--- config.mk ---
export PLATFORM = sky130hd
export DESIGN_NAME = merge_split_sorted_lists
export DESIGN_NICKNAME = d
export VERILOG_FILES = /design/src/rtl/core/msl_pkg.sv /design/src/rtl/core/msl_ram.sv /design/src/rtl/core/merge_split_sorted_lists.sv
export SDC_FILE = /design/constraint.sdc
export NUM_CORES = 2
export LEC_CHECK = 0
export BUFFER_PORTS_ARGS = -buffer_cell sky130_fd_sc_hd__buf_2
export CORE_MARGIN = 5
export CORE_UTILIZATION = 58
export DETAILED_ROUTE_END_ITERATION = 10
export PLACE_DENSITY_LB_ADDON = 0.2
export SYNTH_ARGS = -nofsm -noshare
export SYNTH_HDL_FRONTEND = slang
export SYNTH_SLANG_ARGS = --single-unit
--- constraint.sdc ---
create_clock -name clk -period 13 [get_ports clk]
set_input_delay 2.6 -clock clk [delete_from_list [all_inputs] [get_ports clk]]
set_output_delay 2.6 -clock clk [all_outputs]
set_load 0.02 [all_outputs]
--- src/rtl/core/msl_pkg.sv ---
`timescale 1ns / 1ps
`default_nettype none

package msl_pkg;

    localparam int DEPTH  = 64;
    localparam int ADDR_W = $clog2(DEPTH);
    localparam int KEY_W  = 32;
    localparam int LEN_W  = 7;
    localparam int CNT_W  = $clog2(DEPTH + 1);

    // Input tdata: slot, key, keep_upper; output tdata: merged_key, merged_pos.
    localparam int S_DATA_W = 40;
    localparam int M_DATA_W = 40;

    typedef enum logic [1:0] {
        CMD_LOAD_A = 2'd0,
        CMD_LOAD_B = 2'd1,
        CMD_RUN    = 2'd2,
        CMD_NONE   = 2'd3
    } cmd_t;

    typedef enum logic [1:0] {
        REG_LENGTH_A  = 2'd0,
        REG_LENGTH_B  = 2'd1,
        REG_OUT_COUNT = 2'd2,
        REG_UNUSED    = 2'd3
    } reg_idx_t;

    typedef enum logic [1:0] {
        ST_IDLE,
        ST_PRIME,
        ST_MERGE
    } state_t;

endpackage

`default_nettype wire

--- src/rtl/core/msl_ram.sv ---
`timescale 1ns / 1ps
`default_nettype none

module msl_ram #(
    parameter int WIDTH = 32,
    parameter int DEPTH = 64
) (
    input  wire logic                     clk,
    input  wire logic                     we,
    input  wire logic [$clog2(DEPTH)-1:0] waddr,
    input  wire logic [WIDTH-1:0]         wdata,
    input  wire logic [$clog2(DEPTH)-1:0] raddr,
    output logic      [WIDTH-1:0]         rdata
);

    logic [WIDTH-1:0] mem [DEPTH];

    always_ff @(posedge clk)
    begin
        if (we)
        begin
            mem[waddr] <= wdata;
        end
        rdata <= mem[raddr];
    end

endmodule

`default_nettype wire

--- src/rtl/core/merge_split_sorted_lists.sv ---
`timescale 1ns / 1ps
`default_nettype none

// Merge-split step of odd-even transposition sort over two 64-entry key stores.
// A load item (command 0 or 1) writes one signed Q15.16 key into list A or B.
// A run item (command 2) merges the two ascending lists and emits
// min(out_count, length_a + length_b, 64) keys, each length clamped to 64:
// the smallest keys at positions 0 upward, or with keep_upper the largest keys
// from the top position downward; on equal keys list B goes first. A run
// primes the list heads in ST_PRIME from the memories' registered read ports,
// then emits one key per cycle in ST_MERGE while m_tready stays high; a run
// with an empty count emits nothing and leaves the block idle. Input items are
// taken again once the last key of a run has entered the output register.

module merge_split_sorted_lists (
    input  wire logic                           clk,
    input  wire logic                           rst_n,
    input  wire logic                           s_tvalid,
    output logic                                s_tready,
    // slot [5:0], key [37:6], keep_upper [38], zero [39]
    input  wire logic [msl_pkg::S_DATA_W-1:0]   s_tdata,
    // command [1:0]
    input  wire logic [1:0]                     s_tuser,
    output logic                                m_tvalid,
    input  wire logic                           m_tready,
    // merged_key [31:0], merged_pos [37:32], zero [39:38]
    output logic      [msl_pkg::M_DATA_W-1:0]   m_tdata,
    output logic                                m_tlast,
    input  wire logic                           cfg_we,
    input  wire logic [1:0]                     cfg_index,
    input  wire logic [msl_pkg::LEN_W-1:0]      cfg_data
);

    import msl_pkg::*;

    state_t state_reg, state_next;

    logic [LEN_W-1:0] length_a_reg, length_b_reg, out_count_reg;

    logic [ADDR_W-1:0] in_slot;
    logic [KEY_W-1:0]  in_key;
    logic              in_upper;
    cmd_t              in_cmd;
    logic              s_acc;

    logic [CNT_W-1:0] la, lb, count_calc;
    logic [CNT_W:0]   total;

    logic [ADDR_W-1:0] ia_reg, ib_reg, step_reg, step_in;
    logic [CNT_W-1:0]  rem_a_reg, rem_b_reg, rem_reg;
    logic [ADDR_W-1:0] pos_reg;
    logic              upper_reg;
    logic [KEY_W-1:0]  head_a_reg, head_b_reg;

    logic [ADDR_W-1:0] raddr_a, raddr_b;
    logic [KEY_W-1:0]  rdata_a, rdata_b;
    logic              we_a, we_b;

    logic run_start, adv, a_ok, b_ok, take_a, a_beats_b;

    logic             m_valid_reg;
    logic [KEY_W-1:0] m_key_reg;
    logic [ADDR_W-1:0] m_pos_reg;
    logic             m_last_reg;

    assign in_slot  = s_tdata[ADDR_W-1:0];
    assign in_key   = s_tdata[ADDR_W +: KEY_W];
    assign in_upper = s_tdata[ADDR_W + KEY_W];
    assign in_cmd   = cmd_t'(s_tuser);
    assign s_acc    = s_tvalid && s_tready;

    assign we_a = s_acc && (in_cmd == CMD_LOAD_A);
    assign we_b = s_acc && (in_cmd == CMD_LOAD_B);

    // Run length: lengths clamp to the depth, the count to their sum and the depth.
    always_comb
    begin
        la = (length_a_reg > LEN_W'(DEPTH)) ? CNT_W'(DEPTH) : CNT_W'(length_a_reg);
        lb = (length_b_reg > LEN_W'(DEPTH)) ? CNT_W'(DEPTH) : CNT_W'(length_b_reg);
        total = {1'b0, la} + {1'b0, lb};
        if ({1'b0, CNT_W'(out_count_reg)} > total)
        begin
            count_calc = (total > (CNT_W + 1)'(DEPTH)) ? CNT_W'(DEPTH) : total[CNT_W-1:0];
        end
        else if (out_count_reg > LEN_W'(DEPTH))
        begin
            count_calc = CNT_W'(DEPTH);
        end
        else
        begin
            count_calc = CNT_W'(out_count_reg);
        end
    end

    assign run_start = s_acc && (in_cmd == CMD_RUN) && (count_calc != '0);
    assign step_in   = in_upper ? {ADDR_W{1'b1}} : ADDR_W'(1);

    assign a_ok = (rem_a_reg != '0);
    assign b_ok = (rem_b_reg != '0);
    always_comb
    begin
        if (upper_reg)
        begin
            a_beats_b = $signed(head_a_reg) > $signed(head_b_reg);
        end
        else
        begin
            a_beats_b = $signed(head_a_reg) < $signed(head_b_reg);
        end
        take_a = a_ok && (!b_ok || a_beats_b);
    end

    assign adv = (state_reg == ST_MERGE) && (!m_valid_reg || m_tready);

    // During a run each memory reads one entry past its head, so the next head is
    // waiting in the read register when the current one is consumed.
    always_comb
    begin
        raddr_a = ia_reg + step_reg;
        raddr_b = ib_reg + step_reg;
        case (state_reg)
            ST_IDLE:
            begin
                raddr_a = in_upper ? ADDR_W'(la - CNT_W'(1)) : '0;
                raddr_b = in_upper ? ADDR_W'(lb - CNT_W'(1)) : '0;
            end
            ST_PRIME:
            begin
                raddr_a = ia_reg + step_reg;
                raddr_b = ib_reg + step_reg;
            end
            ST_MERGE:
            begin
                if (adv && take_a)
                begin
                    raddr_a = ia_reg + (step_reg << 1);
                end
                if (adv && !take_a)
                begin
                    raddr_b = ib_reg + (step_reg << 1);
                end
            end
            default:
            begin
                raddr_a = ia_reg + step_reg;
                raddr_b = ib_reg + step_reg;
            end
        endcase
    end

    msl_ram #(.WIDTH(KEY_W), .DEPTH(DEPTH)) u_ram_a (
        .clk   (clk),
        .we    (we_a),
        .waddr (in_slot),
        .wdata (in_key),
        .raddr (raddr_a),
        .rdata (rdata_a)
    );

    msl_ram #(.WIDTH(KEY_W), .DEPTH(DEPTH)) u_ram_b (
        .clk   (clk),
        .we    (we_b),
        .waddr (in_slot),
        .wdata (in_key),
        .raddr (raddr_b),
        .rdata (rdata_b)
    );

    always_comb
    begin
        state_next = state_reg;
        case (state_reg)
            ST_IDLE:
            begin
                if (run_start)
                begin
                    state_next = ST_PRIME;
                end
            end
            ST_PRIME:
            begin
                state_next = ST_MERGE;
            end
            ST_MERGE:
            begin
                if (adv && (rem_reg == CNT_W'(1)))
                begin
                    state_next = ST_IDLE;
                end
            end
            default:
            begin
                state_next = ST_IDLE;
            end
        endcase
    end

    always_comb
    begin
        case (state_reg)
            ST_IDLE:  s_tready = 1'b1;
            default:  s_tready = 1'b0;
        endcase
    end

    always_ff @(posedge clk or negedge rst_n)
    begin
        if (!rst_n)
        begin
            state_reg     <= ST_IDLE;
            length_a_reg  <= '0;
            length_b_reg  <= '0;
            out_count_reg <= '0;
            m_valid_reg   <= 1'b0;
            rem_reg       <= '0;
        end
        else
        begin
            state_reg <= state_next;
            if (cfg_we)
            begin
                case (reg_idx_t'(cfg_index))
                    REG_LENGTH_A:  length_a_reg  <= cfg_data;
                    REG_LENGTH_B:  length_b_reg  <= cfg_data;
                    REG_OUT_COUNT: out_count_reg <= cfg_data;
                    default:       ;
                endcase
            end
            if (run_start)
            begin
                rem_reg <= count_calc;
            end
            else if (adv)
            begin
                rem_reg <= rem_reg - CNT_W'(1);
            end
            if (adv)
            begin
                m_valid_reg <= 1'b1;
            end
            else if (m_tready)
            begin
                m_valid_reg <= 1'b0;
            end
        end
    end

    always_ff @(posedge clk)
    begin
        if (run_start)
        begin
            upper_reg <= in_upper;
            step_reg  <= step_in;
            ia_reg    <= raddr_a;
            ib_reg    <= raddr_b;
            rem_a_reg <= la;
            rem_b_reg <= lb;
            pos_reg   <= in_upper ? ADDR_W'(count_calc - CNT_W'(1)) : '0;
        end
        else if (state_reg == ST_PRIME)
        begin
            head_a_reg <= rdata_a;
            head_b_reg <= rdata_b;
        end
        else if (adv)
        begin
            pos_reg <= pos_reg + step_reg;
            if (take_a)
            begin
                head_a_reg <= rdata_a;
                ia_reg     <= ia_reg + step_reg;
                rem_a_reg  <= rem_a_reg - CNT_W'(1);
            end
            else
            begin
                head_b_reg <= rdata_b;
                ib_reg     <= ib_reg + step_reg;
                rem_b_reg  <= rem_b_reg - CNT_W'(1);
            end
        end
        if (adv)
        begin
            m_key_reg  <= take_a ? head_a_reg : head_b_reg;
            m_pos_reg  <= pos_reg;
            m_last_reg <= (rem_reg == CNT_W'(1));
        end
    end

    assign m_tvalid = m_valid_reg;
    assign m_tdata  = {{(M_DATA_W - KEY_W - ADDR_W){1'b0}}, m_pos_reg, m_key_reg};
    assign m_tlast  = m_last_reg;

endmodule

`default_nettype wire
# After elaboration in Yosys (flattened, before gate mapping)
# Memory sizes are Yosys's and may differ from the RTL's. A register that Yosys moved wholly into a read port is not among the register bits.
# Index checks and enable logic that the tools add are counted.
[op_classes]
n_mux = 52
eq_ne = 12
reduce_logical = 35
bitwise_logic = 1
addsub = 12
order_cmp = 7
[ops]
columns = ["op", "n"]
rows = [
  ["$mux W32", 7],
  ["$mux W7", 15],
  ["$mux W6", 17],
  ["$gt A32 B32 Y1", 1],
  ["$lt A32 B32 Y1", 1],
  ["$add A6 B6 Y6", 5],
  ["$pmux W6 S2", 2],
  ["$gt A7 B7 Y1 const B", 3],
  ["$reduce_bool A7 Y1", 3],
  ["$sub A7 B1 Y7 const B", 3],
  ["$sub A6 B1 Y6 const B", 3],
  ["$reduce_and A3 Y1", 4],
  ["$logic_and A1 B1 Y1", 10],
  ["$reduce_and A2 Y1", 5],
  ["$reduce_bool A2 Y1", 5],
  ["$add A7 B7 Y8", 1],
  ["$gt A7 B8 Y1", 1],
  ["$gt A8 B7 Y1 const B", 1],
  ["$mux W1", 8],
  ["$eq A7 B1 Y1 const B", 1],
  ["$eq A2 B1 Y1 const B", 3],
  ["$eq A2 B2 Y1 const B", 3],
  ["$logic_not A2 Y1", 3],
  ["$ne A2 B2 Y1 const B", 3],
  ["6 further kinds", 11],
]
[word_totals]
out_inout_bits = 43
regBits = 173
ramBits = 4096
memories = 2
[mem_list]
columns = ["name", "depth", "width", "read_ports", "rd_clocked_by_memory_dff", "wr", "line_no", "source"]
rows = [
  ["u_ram_a.mem", 64, 32, 1, 1, 1, "msl_ram.sv:16", "logic [WIDTH-1:0] mem [DEPTH];"],
  ["u_ram_b.mem", 64, 32, 1, 1, 1, "msl_ram.sv:16", ""],
]

# Logic depth before layout (Yosys ltp)
[logic_depth]
ltp_word = 10
depth_mapped = 24
ltp_nobuf = 21

# Cells and area by module
# Synthesis repeated with hierarchy kept, for this count alone.
[unflattened]
hier_cells = 7425
area_unflattened_um2 = 166186.9
[modules_own_cells]
columns = ["mod", "seq_area_each_um2", "cells_each", "instances", "area_per_inst_um2"]
rows = [
  ["msl_ram", 62139.6, 3324, 2, 78515.3],
  ["merge_split_sorted_lists", 4859.7, 777, 1, 9156.3],
]

# Worst setup path after synthesis
# Ideal clock, no wire load.
[synth_path]
path_type = "input to register"
start = "in m_tready"
end = "reg u_ram_b.rdata[12] (read register of u_ram_b.mem)"
stages = 15
required_time_ns = 12.868
t_arrival_ns = 6.346
n_path_buf = 4
path_slack_ns = 6.522
path_cell_list = "nand2b_1 nand3_1 clkinv_1 o21ai_1 a21oi_1 a211oi_1 a211o_1 buf_2 buf_2 clkbuf_1 buf_1 nand3_1 a32oi_1 o22ai_1 nand4b_1"
[synth_between]
elab_chain_cells = 5
[synth_rtl]
columns = ["item", "line_no", "source"]
rows = [
  ["start: declaration", "merge_split_sorted_lists.sv:25", "input wire logic m_tready,"],
  ["$logic_or A1 B1 Y1", "merge_split_sorted_lists.sv:113", "assign adv = (state_reg == ST_MERGE) && (!m_valid_reg || m_tready);"],
  ["$logic_and A1 B1 Y1", "merge_split_sorted_lists.sv:113", ""],
  ["net adv", "merge_split_sorted_lists.sv:59", "logic run_start, adv, a_ok, b_ok, take_a, a_beats_b;"],
  ["$logic_and A1 B1 Y1", "merge_split_sorted_lists.sv:138", "if (adv && !take_a)"],
  ["$mux W6", "merge_split_sorted_lists.sv:138", ""],
  ["$pmux W6 S2", "merge_split_sorted_lists.sv:121", "case (state_reg)"],
  ["end: declaration", "msl_ram.sv:13", "output logic [WIDTH-1:0] rdata"],
]
# The timed path passes the listed nets, and every way through them passes these cells.
# A chain may end at the register's enable or synchronous reset.

# Worst setup path in the final report
[layout_path]
start = "in m_tready"
end = "reg u_ram_a.rdata[17] (read register of u_ram_a.mem)"
[layout_between]
elab_chain_cells = 5
[layout_rtl]
columns = ["item", "line_no", "source"]
rows = [
  ["$logic_or A1 B1 Y1", "merge_split_sorted_lists.sv:113", ""],
  ["$logic_and A1 B1 Y1", "merge_split_sorted_lists.sv:113", ""],
  ["net adv", "merge_split_sorted_lists.sv:59", ""],
  ["$logic_and A1 B1 Y1", "merge_split_sorted_lists.sv:134", "if (adv && take_a)"],
  ["$mux W6", "merge_split_sorted_lists.sv:134", ""],
  ["$pmux W6 S2", "merge_split_sorted_lists.sv:121", ""],
  ["end: declaration", "msl_ram.sv:13", ""],
]
# The timed path passes the listed nets, and every way through them passes these cells.

==> summary.txt <==
Clock network
  • Postcts setup bufs: 0
  • TritonCTS clock tree: yes
  • Root Driver: clkbuf_16
  • Max clock buf depth: 4
  • Post-CTS Resized: 0
  • CTS H-tree lvls: 5
  • CTS Hold Bufs: 0
  • Clock-pin slew on the worst setup and hold paths: approximately 0.06 ns
  • CTS Buf Count: around 430
  • Worst-Skew Late Latency: 0.99 ns
  • Clock sinks: 4,327

Global route
  • GRT Overall Usage: roughly 31%
  • GR peak layer: met2
  • Met3 Resource Use GR: about 5.3%
  • Met2 Track Usage GR: 48.1%
  • GRT Residual Overflow: 0
  • Initial antenna violation count: 49
  • Vias in the first global route: 97.6k
  • Met1 GRT Util: 42.3%
  • First-pass GRT wire length: around 690,000 microns
  • Largest net degree at the start of global routing: 142

Power and ir drop
  • Net switching power figure: around 21,000 uW
  • Design Power: 51,100 uW
  • Switching Share: 41.6%
  • Reg power frac: 31.7%
  • PD cells: 267 nW/um^2
  • Max VDD drop: 0.407 mV
  • Combinational fraction of design power: 44.2%
  • Clock network power share: 24.1%
  • Leakage: 0.0642 uW
  • Internal power: between 20,000 and 30,000 uW

STA
  • Setup Viol. Count Final: 0
  • Final hold vios: 0
  • Achievable Freq: between 0.1 and 0.15 GHz
  • Post-Route Skew: 0.0557 ns
  • Slew @ Worst Pin: 1.61 ns
  • Tcrit/Tclk final: 64.4%
  • Worst slew margin: -8.94%
  • Minimum clock period: roughly 8.4 ns
  • RSZ-0062 raised after global routing: false
  • Max Slew Vio Count: 3
  • Setup TNS: 0 ns

Setup path
  • CP startpoint kind: input port
  • Critical path endpoint category: register
  • Reg2reg path depth: 12
  • CP max-delay cell: a221oi_4
  • Required @ worst endpoint: between 10 and 15 ns
  • Crit Path Max Fanout: 65
  • WS Path Type: input port to register
  • Slowest stage delay, CP: approximately 1.0 ns
  • Crit path cell chain: buf_2 -> nand2b_1 -> nand3_1 -> inv_2 -> o211ai_2 -> a221oi_4 -> buf_4 -> buf_4 -> mux2i_1 -> a32o_1 -> a221oi_1 -> a211oi_1 -> nor4_1
  • CP most frequent cell: buf_4
  • Crit path arrival time: 9.19 ns

Run status
  • Failing checks: max-capacitance violations, max-slew violations
  • Status: complete, but fails checks

Floorplanning
  • Core area: 293,000 sq um
  • Chip width: approximately 550 microns
  • Initial Utilization: ~58%
  • Die Y: 552 microns
  • Top-Level Pins: 99
  • Core Rows: 199
  • Die ar.: slightly above 300,000 sq um

Yosys
  • Simple-Gate Fraction of Synth Area: 7.45%
  • Register area share after synthesis: 75.7%
  • Largest family of logic cells by synthesized area: simple AND/OR/NAND/NOR gates
  • Area fraction of the dominant cell type after synthesis: 74.5%
  • Largest area contributor in the netlist: edfxtp_1
  • Seq cells post-synth: 4,327
  • Top_reg_cell synth: edfxtp_1
  • Synth top area cells: edfxtp_1 75%, mux2i_1 5.4%, nand2_1 3.8%
  • Asr flop ratio synth: 0.716%
  • Synthesized cell area: 171,000 sq um
  • Ys Warns: 0
  • Cells after synthesis: 10.9k
  • Multiplexer area fraction after synthesis: 7.25%
  • Synth Area per Inst: 15.7 sq um
  • Synth unique cells: a little over 80
  • Synth Area in Adders: 0.555%
  • Compound-Gate Fraction of Synth Area: 6.76%
  • Xor/xnor share of the synthesized area: 0.221%
  • EDFF count, synth: 4,232

Routing
  • DR WL/cell: roughly 32 microns
  • Routed Antenna Nets: 0
  • Drt via density: 6.60
  • First-pass iteration count of the detailed router: 6
  • Detailed Route WL: 487,000 microns
  • Vias after detailed routing: 102k
  • DRC: 0
  • Initial DRC count: between 15k and 20k

Layout
  • Area Overhead vs Synth: 12.2%
  • Largest registers: u_ram_a.mem (2048), u_ram_b.mem (2048)
  • Fill cell count: 20.2k
  • Non-filler cells, final: roughly 15k
  • Share of post-route cells with drive strength above 1: between 10% and 20%
  • Nets: roughly 11k

Run
  • Max-cap violations: 4

Placement
  • IO Port Bufs: 95
  • DP HPWL: about 270,000 microns
  • # placed instances: 14.6k
  • Final RePlAce weighted congestion: 0.886

Worst hold path
  • Hold Path Cell Cnt: 0
  • HP Class: register to register
==> logic make-up (layout without fill, tap and decap cells) <==
group,count (synthesis),after routing
xor gates and xnor gates,43,43
adders and majority gates,72,72
DFF,4327,4327
muxes,1132,1132
other,1,94
buffers and inverters,795,1346
and+or+nand+nor,2897,2897
AOI/OAI and AO/OA,1612,1612
==> power by group through the flow <==
stage          sequential [uW]  clock (uW)  combinational [uW]
2_1_floorplan            16300           0               13400
3_3_place_gp             16400           0               21800
3_5_place_dp             16400           0               22100
4_1_cts                  16200       12400               22200
5_1_grt                  16200       13000               23600
6_report                 16200       12300               22600
==> cell usage after synthesis (66+ instances only) <==
library cell / count
clkbuf_1: 314
o21ai_0: 125
o22ai_1: 186
mux2i_1: 922
buf_1: 70
nand3_1: 520
nand2_1: 1727
o211ai_1: 88
a31oi_1: 72
edfxtp_1: 4232
buf_2: 260
a32oi_1: 245
a21oi_1: 315
a211oi_1: 100
mux2_2: 141
nand4_1: 75
mux4_2: 69
nor2_1: 217
and3_1: 115
ha_1: 66
inv_1: 115
a221oi_1: 110
==> worst max-delay path: cells and delay by family <==
| family | cells | cell delay, ns |
|---|---|---|
| mux | 1 | 0.28 |
| buf+inv | 4 | 2.68 |
| simple gates | 3 | 0.77 |
| compound gates | 5 | 2.73 |
==> final timing paths <==
check	start	endpoint	slack [ns]
min in group asynchronous	rst_n	rem_reg[6]	1.69
max in group asynchronous	rst_n	rem_reg[1]	10.85
worst min register to register	u_ram_a.rdata[26]	head_a_reg[26]	0.41
worst max-delay path	m_tready	u_ram_a.rdata[17]	4.63
worst min-delay path	u_ram_a.rdata[26]	head_a_reg[26]	0.41
worst max register to register	state_reg[0]	u_ram_a.rdata[17]	5.56
==> placed cells by master (no fill, tap or decap), drive strengths merged, types with 30 or more instances in the layout <==
cell type | Yosys | final
clkinv | 1 | 180
diode | 0 | 92
a21oi | 316 | 316
and3 | 115 | 115
o21ai | 127 | 127
dfxtp | 64 | 64
a2111oi | 30 | 30
nand3 | 520 | 520
a22oi | 43 | 43
clkbuf | 314 | 544
a22o | 40 | 40
mux2i | 922 | 922
o22ai | 186 | 186
edfxtp | 4232 | 4232
a221oi | 110 | 110
and2 | 53 | 53
buf | 365 | 437
a32oi | 245 | 245
nor3 | 45 | 45
o211ai | 89 | 89
a311oi | 64 | 64
bufinv | 0 | 46
nor2 | 218 | 218
a211oi | 103 | 103
nor4 | 45 | 45
mux4 | 69 | 69
ha | 66 | 66
xnor2 | 30 | 30
a31oi | 72 | 72
dfrtp | 31 | 31
inv | 115 | 126
mux2 | 141 | 141
nand2 | 1727 | 1727
nand4 | 75 | 75
==> final cells by class <==
class                      instances  area, sq um  area share [%]
inverter                         116          435           0.228
timing repair buffer             437         3410            1.78
clock buffer                     544        11300            5.91
multi-input combinational       5758        39200            20.5
clock inverter                   249         2740            1.43
tap                             3919         4900            2.56
sequential                      4327       129000            67.5
antenna                           92          230           0.120
==> routing by layer <==
metal  share of wire [%]  vias to the layer above
met5               0.021                        -
met4                 6.5                       16
met3                  11                     1143
met2                  46                     6455
met1                  36                    51500
li1                    -                    42800
==> per-stage QoR <==
step,util [%],instance area (sq um),hold WS (ns),worst slack [ns]
after floorplan,-,171000,0.386,6.52
final,65.2,191000,0.409,4.63
after CTS,65.2,191000,0.404,4.61
after global placement,60.4,177000,0.389,3.77
after global routing,65.2,191000,0.422,4.35
after detailed placement,60.4,177000,0.389,3.62
Note: power is estimated with default switching activity, not from simulation.
